===== config.mk =====
export PLATFORM = sky130hd
export DESIGN_NAME = des_front
export DESIGN_NICKNAME = d
export VERILOG_FILES = /design/src/design/des_pkg.sv /design/src/design/des_front.sv
export SDC_FILE = /design/constraint.sdc
export NUM_CORES = 1
export LEC_CHECK = 0
export BUFFER_PORTS_ARGS = -buffer_cell sky130_fd_sc_hd__buf_4
export CAP_MARGIN = 5
export CORE_UTILIZATION = 52
export CTS_CLUSTER_DIAMETER = 120
export DETAILED_ROUTE_END_ITERATION = 8
export GPL_TIMING_DRIVEN = 0
export PLACE_DENSITY = 0.81
export SYNTH_ARGS = -nofsm -noshare
export SYNTH_HDL_FRONTEND = slang
export SYNTH_SLANG_ARGS = --single-unit

===== constraint.sdc =====
create_clock -name i_clk -period 5.3 [get_ports i_clk]
set_input_delay 0.795 -clock i_clk [delete_from_list [all_inputs] [get_ports i_clk]]
set_output_delay 0.795 -clock i_clk [all_outputs]
set_load 0.02 [all_outputs]

===== src/design/des_pkg.sv =====
// ----------------------------------------------------------------------------
// des_pkg
// DES tables, permutation helpers and shared types
// ----------------------------------------------------------------------------
`default_nettype none
package des_pkg;

    localparam int unsigned RoundCount = 16;
    localparam int unsigned PaddrWidth = 4;
    localparam logic [PaddrWidth-1:0] AddrCipherKey = 4'h0;
    localparam int unsigned QueueDepthDefault = 2;

    typedef logic [47:0] t_round_key;

    typedef struct packed {
        logic        func;
        logic [63:0] blk;
    } t_job;

    localparam logic [7:0] IP_TAB [64] = '{
        58,50,42,34,26,18,10,2,60,52,44,36,28,20,12,4,
        62,54,46,38,30,22,14,6,64,56,48,40,32,24,16,8,
        57,49,41,33,25,17,9,1,59,51,43,35,27,19,11,3,
        61,53,45,37,29,21,13,5,63,55,47,39,31,23,15,7};
    localparam logic [7:0] FP_TAB [64] = '{
        40,8,48,16,56,24,64,32,39,7,47,15,55,23,63,31,
        38,6,46,14,54,22,62,30,37,5,45,13,53,21,61,29,
        36,4,44,12,52,20,60,28,35,3,43,11,51,19,59,27,
        34,2,42,10,50,18,58,26,33,1,41,9,49,17,57,25};
    localparam logic [7:0] E_TAB [48] = '{
        32,1,2,3,4,5,4,5,6,7,8,9,8,9,10,11,12,13,12,13,14,15,16,17,
        16,17,18,19,20,21,20,21,22,23,24,25,24,25,26,27,28,29,28,29,30,31,32,1};
    localparam logic [7:0] P_TAB [32] = '{
        16,7,20,21,29,12,28,17,1,15,23,26,5,18,31,10,
        2,8,24,14,32,27,3,9,19,13,30,6,22,11,4,25};
    localparam logic [7:0] PC1_TAB [56] = '{
        57,49,41,33,25,17,9,1,58,50,42,34,26,18,
        10,2,59,51,43,35,27,19,11,3,60,52,44,36,
        63,55,47,39,31,23,15,7,62,54,46,38,30,22,
        14,6,61,53,45,37,29,21,13,5,28,20,12,4};
    localparam logic [7:0] PC2_TAB [48] = '{
        14,17,11,24,1,5,3,28,15,6,21,10,23,19,12,4,
        26,8,16,7,27,20,13,2,41,52,31,37,47,55,30,40,
        51,45,33,48,44,49,39,56,34,53,46,42,50,36,29,32};
    localparam logic [1:0] ROT_TAB [16] = '{1,1,2,2,2,2,2,2,1,2,2,2,2,2,2,1};
    localparam logic [3:0] SBOX_TAB [8][64] = '{
      '{14,4,13,1,2,15,11,8,3,10,6,12,5,9,0,7,0,15,7,4,14,2,13,1,10,6,12,11,9,5,3,8,
        4,1,14,8,13,6,2,11,15,12,9,7,3,10,5,0,15,12,8,2,4,9,1,7,5,11,3,14,10,0,6,13},
      '{15,1,8,14,6,11,3,4,9,7,2,13,12,0,5,10,3,13,4,7,15,2,8,14,12,0,1,10,6,9,11,5,
        0,14,7,11,10,4,13,1,5,8,12,6,9,3,2,15,13,8,10,1,3,15,4,2,11,6,7,12,0,5,14,9},
      '{10,0,9,14,6,3,15,5,1,13,12,7,11,4,2,8,13,7,0,9,3,4,6,10,2,8,5,14,12,11,15,1,
        13,6,4,9,8,15,3,0,11,1,2,12,5,10,14,7,1,10,13,0,6,9,8,7,4,15,14,3,11,5,2,12},
      '{7,13,14,3,0,6,9,10,1,2,8,5,11,12,4,15,13,8,11,5,6,15,0,3,4,7,2,12,1,10,14,9,
        10,6,9,0,12,11,7,13,15,1,3,14,5,2,8,4,3,15,0,6,10,1,13,8,9,4,5,11,12,7,2,14},
      '{2,12,4,1,7,10,11,6,8,5,3,15,13,0,14,9,14,11,2,12,4,7,13,1,5,0,15,10,3,9,8,6,
        4,2,1,11,10,13,7,8,15,9,12,5,6,3,0,14,11,8,12,7,1,14,2,13,6,15,0,9,10,4,5,3},
      '{12,1,10,15,9,2,6,8,0,13,3,4,14,7,5,11,10,15,4,2,7,12,9,5,6,1,13,14,0,11,3,8,
        9,14,15,5,2,8,12,3,7,0,4,10,1,13,11,6,4,3,2,12,9,5,15,10,11,14,1,7,6,0,8,13},
      '{4,11,2,14,15,0,8,13,3,12,9,7,5,10,6,1,13,0,11,7,4,9,1,10,14,3,5,12,2,15,8,6,
        1,4,11,13,12,3,7,14,10,15,6,8,0,5,9,2,6,11,13,8,1,4,10,7,9,5,0,15,14,2,3,12},
      '{13,2,8,4,6,15,11,1,10,9,3,14,5,0,12,7,1,15,13,8,10,3,7,4,12,5,6,11,0,14,9,2,
        7,11,4,1,9,12,14,2,0,6,10,13,15,3,5,8,2,1,14,7,4,10,8,13,15,12,9,0,3,5,6,11}};

    function automatic logic [63:0] perm_ip(input logic [63:0] v);
        logic [63:0] r;
        for (int i = 0; i < 64; i++) r[63-i] = v[64-int'(IP_TAB[i])];
        return r;
    endfunction

    function automatic logic [63:0] perm_fp(input logic [63:0] v);
        logic [63:0] r;
        for (int i = 0; i < 64; i++) r[63-i] = v[64-int'(FP_TAB[i])];
        return r;
    endfunction

    function automatic logic [55:0] perm_pc1(input logic [63:0] v);
        logic [55:0] r;
        for (int i = 0; i < 56; i++) r[55-i] = v[64-int'(PC1_TAB[i])];
        return r;
    endfunction

    function automatic logic [47:0] perm_pc2(input logic [55:0] v);
        logic [47:0] r;
        for (int i = 0; i < 48; i++) r[47-i] = v[56-int'(PC2_TAB[i])];
        return r;
    endfunction

    function automatic logic [27:0] rot28(input logic [27:0] v, input logic [1:0] k);
        return (k == 2'd2) ? {v[25:0], v[27:26]} : {v[26:0], v[27]};
    endfunction

    function automatic logic [31:0] feistel(input logic [31:0] h, input t_round_key rk);
        logic [47:0] x;
        logic [31:0] s;
        logic [5:0]  b;
        logic [31:0] r;
        for (int i = 0; i < 48; i++) x[47-i] = h[32-int'(E_TAB[i])];
        x = x ^ rk;
        for (int i = 0; i < 8; i++) begin
            b = x[47-6*i -: 6];
            s[31-4*i -: 4] = SBOX_TAB[i][{b[5], b[0], b[4:1]}];
        end
        for (int i = 0; i < 32; i++) r[31-i] = s[32-int'(P_TAB[i])];
        return r;
    endfunction

endpackage
`default_nettype wire


===== src/design/des_front.sv =====
// ----------------------------------------------------------------------------
// des_front
// input skid queue; decouples input handshake from the round pipeline
// ----------------------------------------------------------------------------
`default_nettype none
module des_front #(
    parameter int unsigned DEPTH = des_pkg::QueueDepthDefault
) (
    input  wire                 i_clk,
    input  wire                 i_rst_n,
    input  wire                 i_valid,
    output logic                o_stall,
    input  des_pkg::t_job       i_job,
    output logic                o_valid,
    input  wire                 i_take,
    output des_pkg::t_job       o_job
);
    import des_pkg::*;

    localparam int unsigned AW = (DEPTH > 1) ? $clog2(DEPTH) : 1;

    t_job             r_mem [DEPTH];
    logic [AW-1:0]    r_wp;
    logic [AW-1:0]    r_rp;
    logic [AW:0]      r_cnt;
    logic             push;
    logic             pop;

    assign o_stall = (r_cnt == (AW+1)'(DEPTH));
    assign push    = i_valid && !o_stall;
    assign o_valid = (r_cnt != '0);
    assign pop     = o_valid && i_take;
    assign o_job   = r_mem[r_rp];

    always_ff @(posedge i_clk) begin
        if (push) begin
            r_mem[r_wp] <= i_job;
        end
    end

    always_ff @(posedge i_clk) begin
        if (!i_rst_n) begin
            r_wp  <= '0;
            r_rp  <= '0;
            r_cnt <= '0;
        end else begin
            if (push) r_wp <= (r_wp == AW'(DEPTH-1)) ? '0 : r_wp + 1'b1;
            if (pop)  r_rp <= (r_rp == AW'(DEPTH-1)) ? '0 : r_rp + 1'b1;
            r_cnt <= r_cnt + (AW+1)'(push) - (AW+1)'(pop);
        end
    end

    a_cnt_bound: assert property (@(posedge i_clk) disable iff (!i_rst_n)
        r_cnt <= (AW+1)'(DEPTH)) else $error("queue count overflow");
    a_full_stall: assert property (@(posedge i_clk) disable iff (!i_rst_n)
        (r_cnt == (AW+1)'(DEPTH)) |-> o_stall) else $error("full queue not stalling");
    a_cnt_step: assert property (@(posedge i_clk) disable iff (!i_rst_n)
        (push && !pop) |=> (r_cnt == $past(r_cnt) + 1'b1)) else $error("count step");

endmodule
`default_nettype wire


# Word-level counts from Yosys, hierarchy flattened
# Memory sizes are Yosys's and may differ from the RTL's. A register that Yosys moved wholly into a read port is not among the register bits.
# Index checks and enable logic that the tools add are counted.
[word_totals]
reg_bits = 4
ramBits = 130
inputBits = 69
out_inout_bits = 67
elab_cells = 19
memories = 1
[op_classes]
n_addsub = 4
eq_ne = 1
n_mux = 6
n_reduce_logical = 4
[memory_table]
columns = ["memory", "words", "word_bits", "read_ports", "rd_ports_with_merged_regs", "wr", "line", "source"]
rows = [
  ["r_mem", 2, 65, 1, 1, 1, "des_front.sv:22", "t_job r_mem [DEPTH];"],
]
[op_table]
columns = ["operator", "n"]
rows = [
  ["$mux W1", 6],
  ["$add A1 B1 Y1 const B", 2],
  ["$add A2 B1 Y2", 1],
  ["$eq A2 B2 Y1 const B", 1],
  ["$logic_and A1 B1 Y1", 2],
  ["$reduce_bool A2 Y1", 1],
  ["$sub A2 B1 Y2", 1],
  ["$logic_not A1 Y1", 1],
]

# Longest topological paths before layout
# Gate-level depths: netlist (run 1).
[depth]
depth_word = 5
ltp_mapped = 8
depth_no_buf = 8

# Worst setup path before layout (run 1)
# No wires, ideal clock.
[synth_path]
kind = "input to register"
startpoint = "in i_valid"
endpoint = "mem r_mem[0][0] (netlist name), enable pin"
setup_time_ns = 0.488
arrival_time_ns = 3.606
required_ns = 4.812
path_slack_ns = 1.205
stages = 2
path_buffers = 0
path_cell_list = "nand2_1 nor2_1"
[synth_via]
elab_chain_len = 3
[synth_lines]
columns = ["element", "line", "source"]
rows = [
  ["start: declaration", "des_front.sv:11", "input wire i_valid,"],
  ["$logic_and A1 B1 Y1", "des_front.sv:30", "assign push = i_valid && !o_stall;"],
  ["$mux W1", "des_front.sv:36", "if (push) begin"],
  ["$mux W1 (implied by the code)", "des_front.sv:37", "r_mem[r_wp] <= i_job;"],
  ["end: declaration", "des_front.sv:22", ""],
]
# Every way passes these cells.

==> out/qor.json, run 1 <==
{
  "grt_pass1_wl_mm": 12.8,
  "yosys_register_bits": 135,
  "clock_tree.buffer_depth": 2,
  "relSlewSlack_pct": 40.3,
  "final_wtd_congestion": 0.657,
  "ys.flop_type": "edfxtp_1",
  "num_vias": 2577,
  "critical-path-slowest-cell": "dfxtp_1",
  "synth_common_cells": "edfxtp_1, mux2_4, mux2_2, buf_6, dfxtp_1",
  "most_numerous_cell_in_the_yosys_netlist": "edfxtp_1",
  "min_path_type": "primary input to register",
  "io_buffer_count": 135,
  "synth.net_count": 300,
  "synth_top_cell_area_share_pct": 76.1,
  "clk_pin_slew_worst_paths_ns": 0.06,
  "multiInputGateArea_sq_um": 1060,
  "largest_net_degree_at_the_start_of_global_routing": 66,
  "syn_area_per_cell_sq_um": 22.4,
  "clock_insertion_delay_worst_skew_ns": 0.50,
  "period_needed_ns": 2.47,
  "tritoncts.num_buffers": 17,
  "top_level_ports": 136,
  "crit_type": "register to output pin",
  "overall_power_of_the_completed_layout_w": 0.00385,
  "grt_util_met3_pct": 4.90,
  "gr-usage-all-layers_pct": 17.3,
  "setup.worst_path.end_class": "output pin",
  "post-synth-top-area-cell": "edfxtp_1",
  "final.setup.worst_slack_ns": 2.83,
  "die_h_microns": 101,
  "antenna-diode-count": 0,
  "max_freq_mhz": 405,
  "die-area_sq_um": 10300,
  "sequential_cell_area_sq_um": 4000,
  "yosys-top-cells-area": "edfxtp_1, mux2_4, mux2_2",
  "via_count_of_the_first_global_routing_pass": 2660,
  "cp_cell_sequence": "buf_6, buf_6, mux2_4, buf_4",
  "met2_use_gr_pct": 30.1,
  "power_per_cell_area_nw_per_um2": 551,
  "number_of_cells_on_the_worst_hold_path": 1,
  "place_hpwl_mm": 5.61,
  "postLayoutCellArea_sq_um": 6990,
  "cap_viol_max_count": 0,
  "crit_top_cell": "buf_6",
  "tightestPinTransition_ns": 0.896,
  "p_leak_nw": 2.76,
  "postLayoutCoreUtil_pct": 74.2,
  "worst-r2r-cell-count": 8,
  "drtPass1Iterations": 4,
  "syn_area_sq_um": 5130,
  "overflow": 0,
  "drc": 0,
  "yosys_warnings": 0,
  "cp_slowest_stage_delay_ns": 0.33,
  "placed_cell_area_sq_um": 6360,
  "cts_tree": "yes",
  "top_usage_layer": "met2",
  "count_of_flip_flops_with_a_built_in_enable_after_synthesis": 130,
  "cts_root_buf": "clkbuf_8",
  "setup_repair_after_global_routing_missed_its_margin": "false",
  "totalWireLength_mm": 8.54,
  "timing.final.hold_violations": 0,
  "vdd_drop_max_uv": 437,
  "layout.nets": 456,
  "cts_hold_bufs": 0,
  "design.core.area_sq_um": 9420,
  "final.setup.tns_ns": 0,
  "vias_per_cell": 4.89,
  "drive_gt1_share_pct": 60.6,
  "initial_utilization_pct": 54.5,
  "timing.final.max_slew_violations": 0,
  "ys_types": 19,
  "cp_data_required_time_ns": 4.51,
  "cts_max_level": 4,
  "worst_ep_arrival_time_ns": 1.68,
  "met1_usage_pct": 19.8,
  "cts_repair_resize_count": 0,
  "cts_sinks": 135,
  "antenna_found_initial": 0,
  "finalCritPeriodShare_pct": 46.6,
  "horizontal_die_dimension_microns": 101,
  "run_status": "complete, no violations",
  "num_rows": 35,
  "skew_ns": 0.00544,
  "syn_to_final_growth_pct": 36.1,
  "asyncSetResetFlopFracSynth_pct": 0,
  "route.antenna.remaining_nets": 0,
  "setup_viol_count_final": 0,
  "first_iter_violations": 80,
  "post-cts-setup-buffers": 0,
  "detail_route.wl_per_cell_microns": 16.2,
  "critical_path.startpoint_type": "register",
  "synth_seq_area_share_pct": 78.0,
  "crit_path_max_fanout": 10,
  "fillers": 577,
  "detailedPlace.worstSlack_ns": 3.19,
  "synthCells": 229
}
-- where the power goes --
group	internal (W)	total (W)	switching (W)
registers	0.00138	0.00142	0.0000478
clock network	0.000812	0.00122	0.000412
logic	0.000600	0.00120	0.000603
total	0.00279	0.00385	0.00106
-- sequential cells by signal (all words and copies together), names as in the netlist, named ones only --
signal  cells
r_wp        1
r_cnt       2
r_rp        1
r_mem     130
-- per-stage QoR --
stage	cells	hold WS [ns]
floorplan	229	0.455
global placement	493	0.466
detailed placement	495	0.508
CTS	527	0.447
global route	527	0.450
finish	527	0.477
-- placed cells by master (no fill, tap or decap) --
| master | instances |
|---|---|
| and2_1 | 2 |
| and3_4 | 1 |
| buf_12 | 2 |
| buf_2 | 1 |
| buf_4 | 135 |
| buf_6 | 6 |
| bufinv_16 | 5 |
| clkbuf_1 | 3 |
| clkbuf_16 | 16 |
| clkbuf_8 | 1 |
| clkinv_2 | 2 |
| clkinv_4 | 3 |
| clkinvlp_4 | 2 |
| dfxtp_1 | 5 |
| edfxtp_1 | 130 |
| ha_1 | 2 |
| inv_1 | 3 |
| mux2_2 | 15 |
| mux2_4 | 50 |
| mux2i_1 | 1 |
| nand2_1 | 2 |
| nand2b_1 | 2 |
| nor2_1 | 3 |
| nor2_4 | 1 |
| nor3_1 | 1 |
| o21a_1 | 1 |
| or2_2 | 1 |
| xnor2_1 | 1 |
| xor2_1 | 1 |
-- area by class of cell --
cell class | instances | area share [%]
Buffer | 7 | 1.04
Clock buffer | 20 | 6.09
Clock inverter | 12 | 2.88
Inverter | 3 | 0.161
Multi-Input combinational cell | 84 | 15.1
Sequential cell | 135 | 57.3
Tap cell | 129 | 2.31
Timing Repair Buffer | 137 | 15.1
-- layer usage --
layer  wire length [microns]  part of all wire [%]
met5                       0                     0
met4                     127                   1.5
met3                     450                   5.3
met2                    4630                    54
met1                    3340                    39
-- worst max-delay path, delay by kind of cell, from the launching register on --
kind	cells	cell delay, ns
buffers and inverters	3	0.53
DFF	1	0.33
muxes	1	0.32
-- cells by family (layout without fill, tap and decap cells) --
kind of cell / after synthesis / count (layout) / share of synthesized area, %
buffers and inverters: 10 / 179 / 1.63
adder cells (fa/ha/maj): 2 / 2 / 0.487
XOR/XNOR: 2 / 2 / 0.341
AO/OA/AOI/OAI: 1 / 1 / 0.146
multiplexers: 66 / 66 / 18.1
flip-flops: 135 / 135 / 78.0
AND/OR/NAND/NOR: 13 / 13 / 1.27
-- path summary, 6_finish.rpt --
| path | slack [ns] | endpoint | start |
|---|---|---|---|
| hold reg to reg | 0.52 | register | r_rp |
| setup reg to reg | 3.54 | r_cnt[1] | r_cnt[0] |
| setup / recovery | 2.83 | o_job[37] | register |
| hold / removal | 0.48 | r_mem[0][18] | i_job[18] |
Power figures use the tool's default switching activity.
==> inputs of run 2 (changes only) <==
- ABC_AREA: default -> 1
- clock period: 5.3 -> 2.4 ns (I/O delays scaled with it)
==> out/qor.json, run 2 <==
{
  "run_status": "complete, no violations",
  "io_buffer_count": 135,
  "synthCells": 240,
  "critical-path-slowest-cell": "dfxtp_1",
  "skew_ns": 0.00772,
  "grt_pass1_wl_mm": 13.2,
  "route.antenna.remaining_nets": 0,
  "cp_data_required_time_ns": 2.04,
  "synthAdderAreaFrac_pct": 0.486,
  "layout.nets": 468,
  "largest_net_degree_at_the_start_of_global_routing": 44,
  "setup_repair_after_global_routing_missed_its_margin": "false",
  "worst-r2r-cell-count": 5,
  "num_rows": 35,
  "grt_util_met3_pct": 6.83,
  "worst_ep_arrival_time_ns": 1.71,
  "antenna-diode-count": 0,
  "top_usage_layer": "met2",
  "hold_ws_ns": 0.0387,
  "die_h_microns": 101,
  "drc": 0,
  "int_power_w": 0.00601,
  "yosys_register_bits": 135,
  "design.core.area_sq_um": 9420,
  "post_synth_and_or_nand_nor_area_fraction_pct": 1.53,
  "via_count_of_the_first_global_routing_pass": 2742,
  "totalWireLength_mm": 8.79,
  "power_frac_clock_pct": 34.1,
  "cts_sinks": 135,
  "horizontal_die_dimension_microns": 101,
  "reg.largest.list": "r_mem (130), r_cnt (2)",
  "synth_seq_area_share_pct": 77.8,
  "post-synth-top-area-cell": "edfxtp_1",
  "crit_top_cell": "buf_6",
  "number_of_cells_on_the_worst_hold_path": 1,
  "critical_path.startpoint_type": "register",
  "initial_utilization_pct": 54.6,
  "vdd_drop_max_uv": 645,
  "gr-usage-all-layers_pct": 17.9,
  "cts_tree": "yes",
  "sequential_cell_area_sq_um": 4000,
  "tritoncts.num_buffers": 17,
  "count_of_flip_flops_with_a_built_in_enable_after_synthesis": 130,
  "min_from": "i_job[7]",
  "drive_gt1_share_pct": 59.2,
  "synth_top_cell_area_share_pct": 75.9,
  "comb_power_share_pct": 28.2,
  "cts_root_buf": "clkbuf_8",
  "syn_to_final_growth_pct": 36.8,
  "max_flop_register": "r_mem",
  "synth.net_count": 311,
  "met1_usage_pct": 18.8,
  "p_leak_nw": 2.81,
  "cts_hold_bufs": 0,
  "yosys_warnings": 0,
  "setup_viol_count_final": 0,
  "max_freq_mhz": 483,
  "num_vias": 2680,
  "fillers": 550,
  "timing.final.max_slew_violations": 0,
  "post-cts-setup-buffers": 0,
  "syn_area_per_cell_sq_um": 21.4,
  "relSlewSlack_pct": 62.4,
  "detail_route.wl_per_cell_microns": 16.4,
  "multiplexer_area_fraction_after_synthesis_pct": 17.9,
  "power.switching_w": 0.00218,
  "ys.flop_type": "edfxtp_1",
  "cp_cell_sequence": "buf_6, buf_6, mux2_4, buf_4",
  "final_common_cell": "buf_4",
  "synth-compound-area-share_pct": 0.195,
  "finalCritPeriodShare_pct": 86.3,
  "timing.final.hold_violations": 0,
  "clk_pin_slew_worst_paths_ns": 0.06,
  "first_iter_violations": 66,
  "syn_area_sq_um": 5140,
  "setup.worst_path.end_class": "output pin",
  "cts_max_level": 4,
  "largest_family_of_logic_cells_by_synthesized_area": "multiplexers",
  "clock_insertion_delay_worst_skew_ns": 0.50,
  "cap_viol_max_count": 0,
  "overflow": 0,
  "met2_use_gr_pct": 32.4,
  "crit_path_max_fanout": 10,
  "period_needed_ns": 2.07,
  "tightestPinTransition_ns": 0.563,
  "seq_power_share_pct": 37.7,
  "synth-xor-area-share_pct": 0,
  "ys_types": 12,
  "cp_slowest_stage_delay_ns": 0.33,
  "cts_repair_resize_count": 0,
  "final_wtd_congestion": 0.749,
  "synth_common_cells": "edfxtp_1, mux2_4, mux2_2, inv_1, nand2_1",
  "layout.cells.most_common_list": "buf_4, edfxtp_1, mux2_4",
  "clock_tree.buffer_depth": 2,
  "place_hpwl_mm": 5.71,
  "yosys-top-cells-area": "edfxtp_1, mux2_4, mux2_2",
  "worst_r2r_startpoint": "r_cnt[0]",
  "crit_type": "register to output pin",
  "die-area_sq_um": 10300,
  "power_per_cell_area_nw_per_um2": 1160,
  "drtPass1Iterations": 4,
  "most_numerous_cell_in_the_yosys_netlist": "edfxtp_1",
  "largest_register_ff_count": 130,
  "min_path_type": "primary input to register",
  "final.setup.worst_slack_ns": 0.329,
  "power_switching_share_pct": 26.6,
  "multiInputGateArea_sq_um": 1040,
  "antenna_found_initial": 0,
  "detailedPlace.worstSlack_ns": 0.634,
  "asyncSetResetFlopFracSynth_pct": 0,
  "vias_per_cell": 5.00,
  "top_level_ports": 136
}
[run 2: final timing paths]
| check | to | slack (ns) |
|---|---|---|
| max | o_job[36] | 0.33 |
| min | r_mem[1][7] | 0.04 |
| max reg2reg | r_mem[1][16] | 0.64 |
| min reg2reg | register | 0.53 |
[run 2: kinds of logic after synthesis]
logic type | count (synthesis)
flip-flops | 135
AND/OR/NAND/NOR | 20
adder cells (fa/ha/maj) | 2
buffers and inverters | 16
AO/OA/AOI/OAI | 2
multiplexers | 65
[run 2: through the flow]
step	util, %	power, W	instance area (sq um)	setup TNS (ns)	cells
floorplan	-	0.00459	5150	0	240
global placement	67.2	0.00536	6330	-43.19	504
detailed placement	67.9	0.00546	6390	0	507
CTS	74.7	0.00826	7040	0	536
global route	74.7	0.00849	7040	0	536
finish	74.7	0.00819	7040	0	536
[run 2: worst max-delay path: cells and delay by family (launching register included)]
kind / cells / cell delay [ns]
muxes: 1 / 0.33
DFF: 1 / 0.33
buffers and inverters: 3 / 0.54
[run 2: final cells by class]
type | instances | share of cell area (%)
Clock inverter | 12 | 3.24
Tap cell | 129 | 2.29
Sequential cell | 135 | 56.9
Buffer | 7 | 1.03
Timing Repair Buffer | 138 | 15.4
Multi-Input combinational cell | 89 | 14.8
Inverter | 9 | 0.480
Clock buffer | 17 | 5.89
[run 2: power by group through the flow]
stage	Combinational (W)	Clock, W	Sequential [W]
floorplan	0.00147	0	0.00311
global placement	0.00223	0	0.00313
detailed placement	0.00233	0	0.00313
CTS	0.00234	0.00283	0.00309
global route	0.00246	0.00292	0.00312
finish	0.00231	0.00279	0.00309
[run 2: per-layer routing]
layer / wire length [microns] / vias up
met5: 0 / -
met4: 83 / 0
met3: 697 / 10
met2: 4640 / 116
met1: 3380 / 1315
li1: - / 1239
==> inputs of run 3 (changes only) <==
- ABC_AREA: 1 -> default
==> out/qor.json, run 3 (same netlist as run 1, synthesis figures left out) <==
{
  "run_status": "complete, no violations",
  "reg.largest.list": "r_mem (130), r_cnt (2)",
  "cp_cell_sequence": "buf_6, buf_6, mux2_4, buf_4",
  "final_common_cell": "buf_4",
  "power_per_cell_area_nw_per_um2": 1200,
  "min_path_type": "primary input to register",
  "cts_repair_resize_count": 0,
  "crit_top_cell": "buf_6",
  "seq_power_share_pct": 37.7,
  "detail_route.wl_per_cell_microns": 16.4,
  "p_leak_nw": 2.75,
  "cts_hold_bufs": 0,
  "cp_slowest_stage_delay_ns": 0.33,
  "cts_tree": "yes",
  "placedCellCount": 495,
  "die-area_sq_um": 10300,
  "detailedPlace.worstSlack_ns": 0.631,
  "antenna_found_initial": 0,
  "power_frac_clock_pct": 30.5,
  "largest_net_degree_at_the_start_of_global_routing": 66,
  "postLayoutCoreUtil_pct": 73.8,
  "place_hpwl_mm": 5.53,
  "num_rows": 35,
  "vias_per_cell": 4.77,
  "power.switching_w": 0.00239,
  "max_freq_mhz": 489,
  "relSlewSlack_pct": 40.5,
  "tritoncts.num_buffers": 17,
  "setup_viol_count_final": 0,
  "vdd_drop_max_uv": 761,
  "power_switching_share_pct": 28.6,
  "cts_root_buf": "clkbuf_8",
  "cts_sinks": 135,
  "design.core.area_sq_um": 9420,
  "stdcell_count": 526,
  "layout.cells.most_common_list": "buf_4, edfxtp_1, mux2_4",
  "io_buffer_count": 135,
  "clock_tree.buffer_depth": 2,
  "initial_utilization_pct": 54.5,
  "overflow": 0,
  "route.antenna.remaining_nets": 0,
  "cts_max_level": 4,
  "drc": 0,
  "int_power_w": 0.00595,
  "top_level_ports": 136,
  "final_wtd_congestion": 0.674,
  "cap_viol_max_count": 0,
  "grt_pass1_wl_mm": 12.9,
  "finalCritPeriodShare_pct": 85.2,
  "comb_power_share_pct": 31.8,
  "timing.final.max_slew_violations": 0,
  "num_vias": 2511,
  "gr-usage-all-layers_pct": 17.4,
  "horizontal_die_dimension_microns": 101,
  "syn_to_final_growth_pct": 35.4,
  "drive_gt1_share_pct": 61.0,
  "max_flop_register": "r_mem",
  "clk_pin_slew_worst_paths_ns": 0.06,
  "critical-path-slowest-cell": "dfxtp_1",
  "final.setup.worst_slack_ns": 0.355,
  "crit_type": "register to output pin",
  "die_h_microns": 101,
  "clock_insertion_delay_worst_skew_ns": 0.50,
  "crit_path_max_fanout": 10,
  "critical_path.startpoint_type": "register",
  "post-cts-setup-buffers": 0,
  "worst_ep_arrival_time_ns": 1.68,
  "cp_data_required_time_ns": 2.04,
  "antenna-diode-count": 0,
  "drtPass1Iterations": 6,
  "first_iter_violations": 128,
  "largest_register_ff_count": 130,
  "totalWireLength_mm": 8.60,
  "skew_ns": 0.00850,
  "setup.worst_path.end_class": "output pin",
  "layout.nets": 456,
  "setup_repair_after_global_routing_missed_its_margin": "false",
  "timing.final.hold_violations": 0,
  "tightestPinTransition_ns": 0.893,
  "period_needed_ns": 2.04,
  "via_count_of_the_first_global_routing_pass": 2604
}
==> run 3: cell count changes in the layout (fill, tap and decap cells not counted), sizes merged, moves of 2 or more <==
cell    previous run  this run
nor2               8         4
a21oi              2         0
nand3              3         0
inv               10         7
bufinv             6         3
and2               0         2
nand2              9         2
nand2b             0         2
==> run 3: cell type report <==
cell class / instances / area [sq um]
Sequential cell: 135 / 4000
Fill cell: 587 / 2470
Multi-Input combinational cell: 84 / 1060
Timing Repair Buffer: 137 / 1050
Clock buffer: 17 / 414
Clock inverter: 14 / 174
Tap cell: 129 / 161
Buffer: 7 / 72.6
Inverter: 3 / 11.3
==> run 3: critical path, delay by kind of cell, from the launching register on <==
kind | cells | cell delay, ns
flops | 1 | 0.33
buf+inv | 3 | 0.52
mux | 1 | 0.32
==> run 3: final timing paths <==
| check | from | to | slack (ns) | depth (start not counted) |
|---|---|---|---|---|
| hold / removal | i_job[16] | r_mem[1][16] | 0.04 | 1 |
| setup / recovery | register | o_job[22] | 0.36 | 4 |
| hold reg to reg | r_rp | r_rp | 0.52 | 2 |
| setup reg to reg | r_cnt[0] | r_cnt[1] | 0.62 | 8 |
==> run 3: power groups by stage <==
stage / combinational, W / clock (W) / sequential (W)
5_1_grt: 0.00280 / 0.00269 / 0.00318
2_1_floorplan: 0.00173 / 0 / 0.00317
3_5_place_dp: 0.00267 / 0 / 0.00320
3_3_place_gp: 0.00259 / 0 / 0.00318
6_report: 0.00265 / 0.00254 / 0.00315
4_1_cts: 0.00269 / 0.00259 / 0.00315
==> run 3: routing by layer <==
metal	track usage (%)	part of all wire, %
met5	0	0
met4	8.47	0.93
met3	4.69	4.2
met2	30.6	55
met1	19.7	40
==> run 3: per-stage QoR <==
step | TNS, ns | hold slack [ns] | total power, W | cell area, sq um
global placement | -7.75 | 0.496 | 0.00578 | 6320
CTS | 0 | 0.0151 | 0.00843 | 6950
floorplan | 0 | 0.459 | 0.00490 | 5140
finish | 0 | 0.0405 | 0.00834 | 6950
global route | 0 | 0.0119 | 0.00867 | 6950
detailed placement | 0 | 0.512 | 0.00587 | 6360
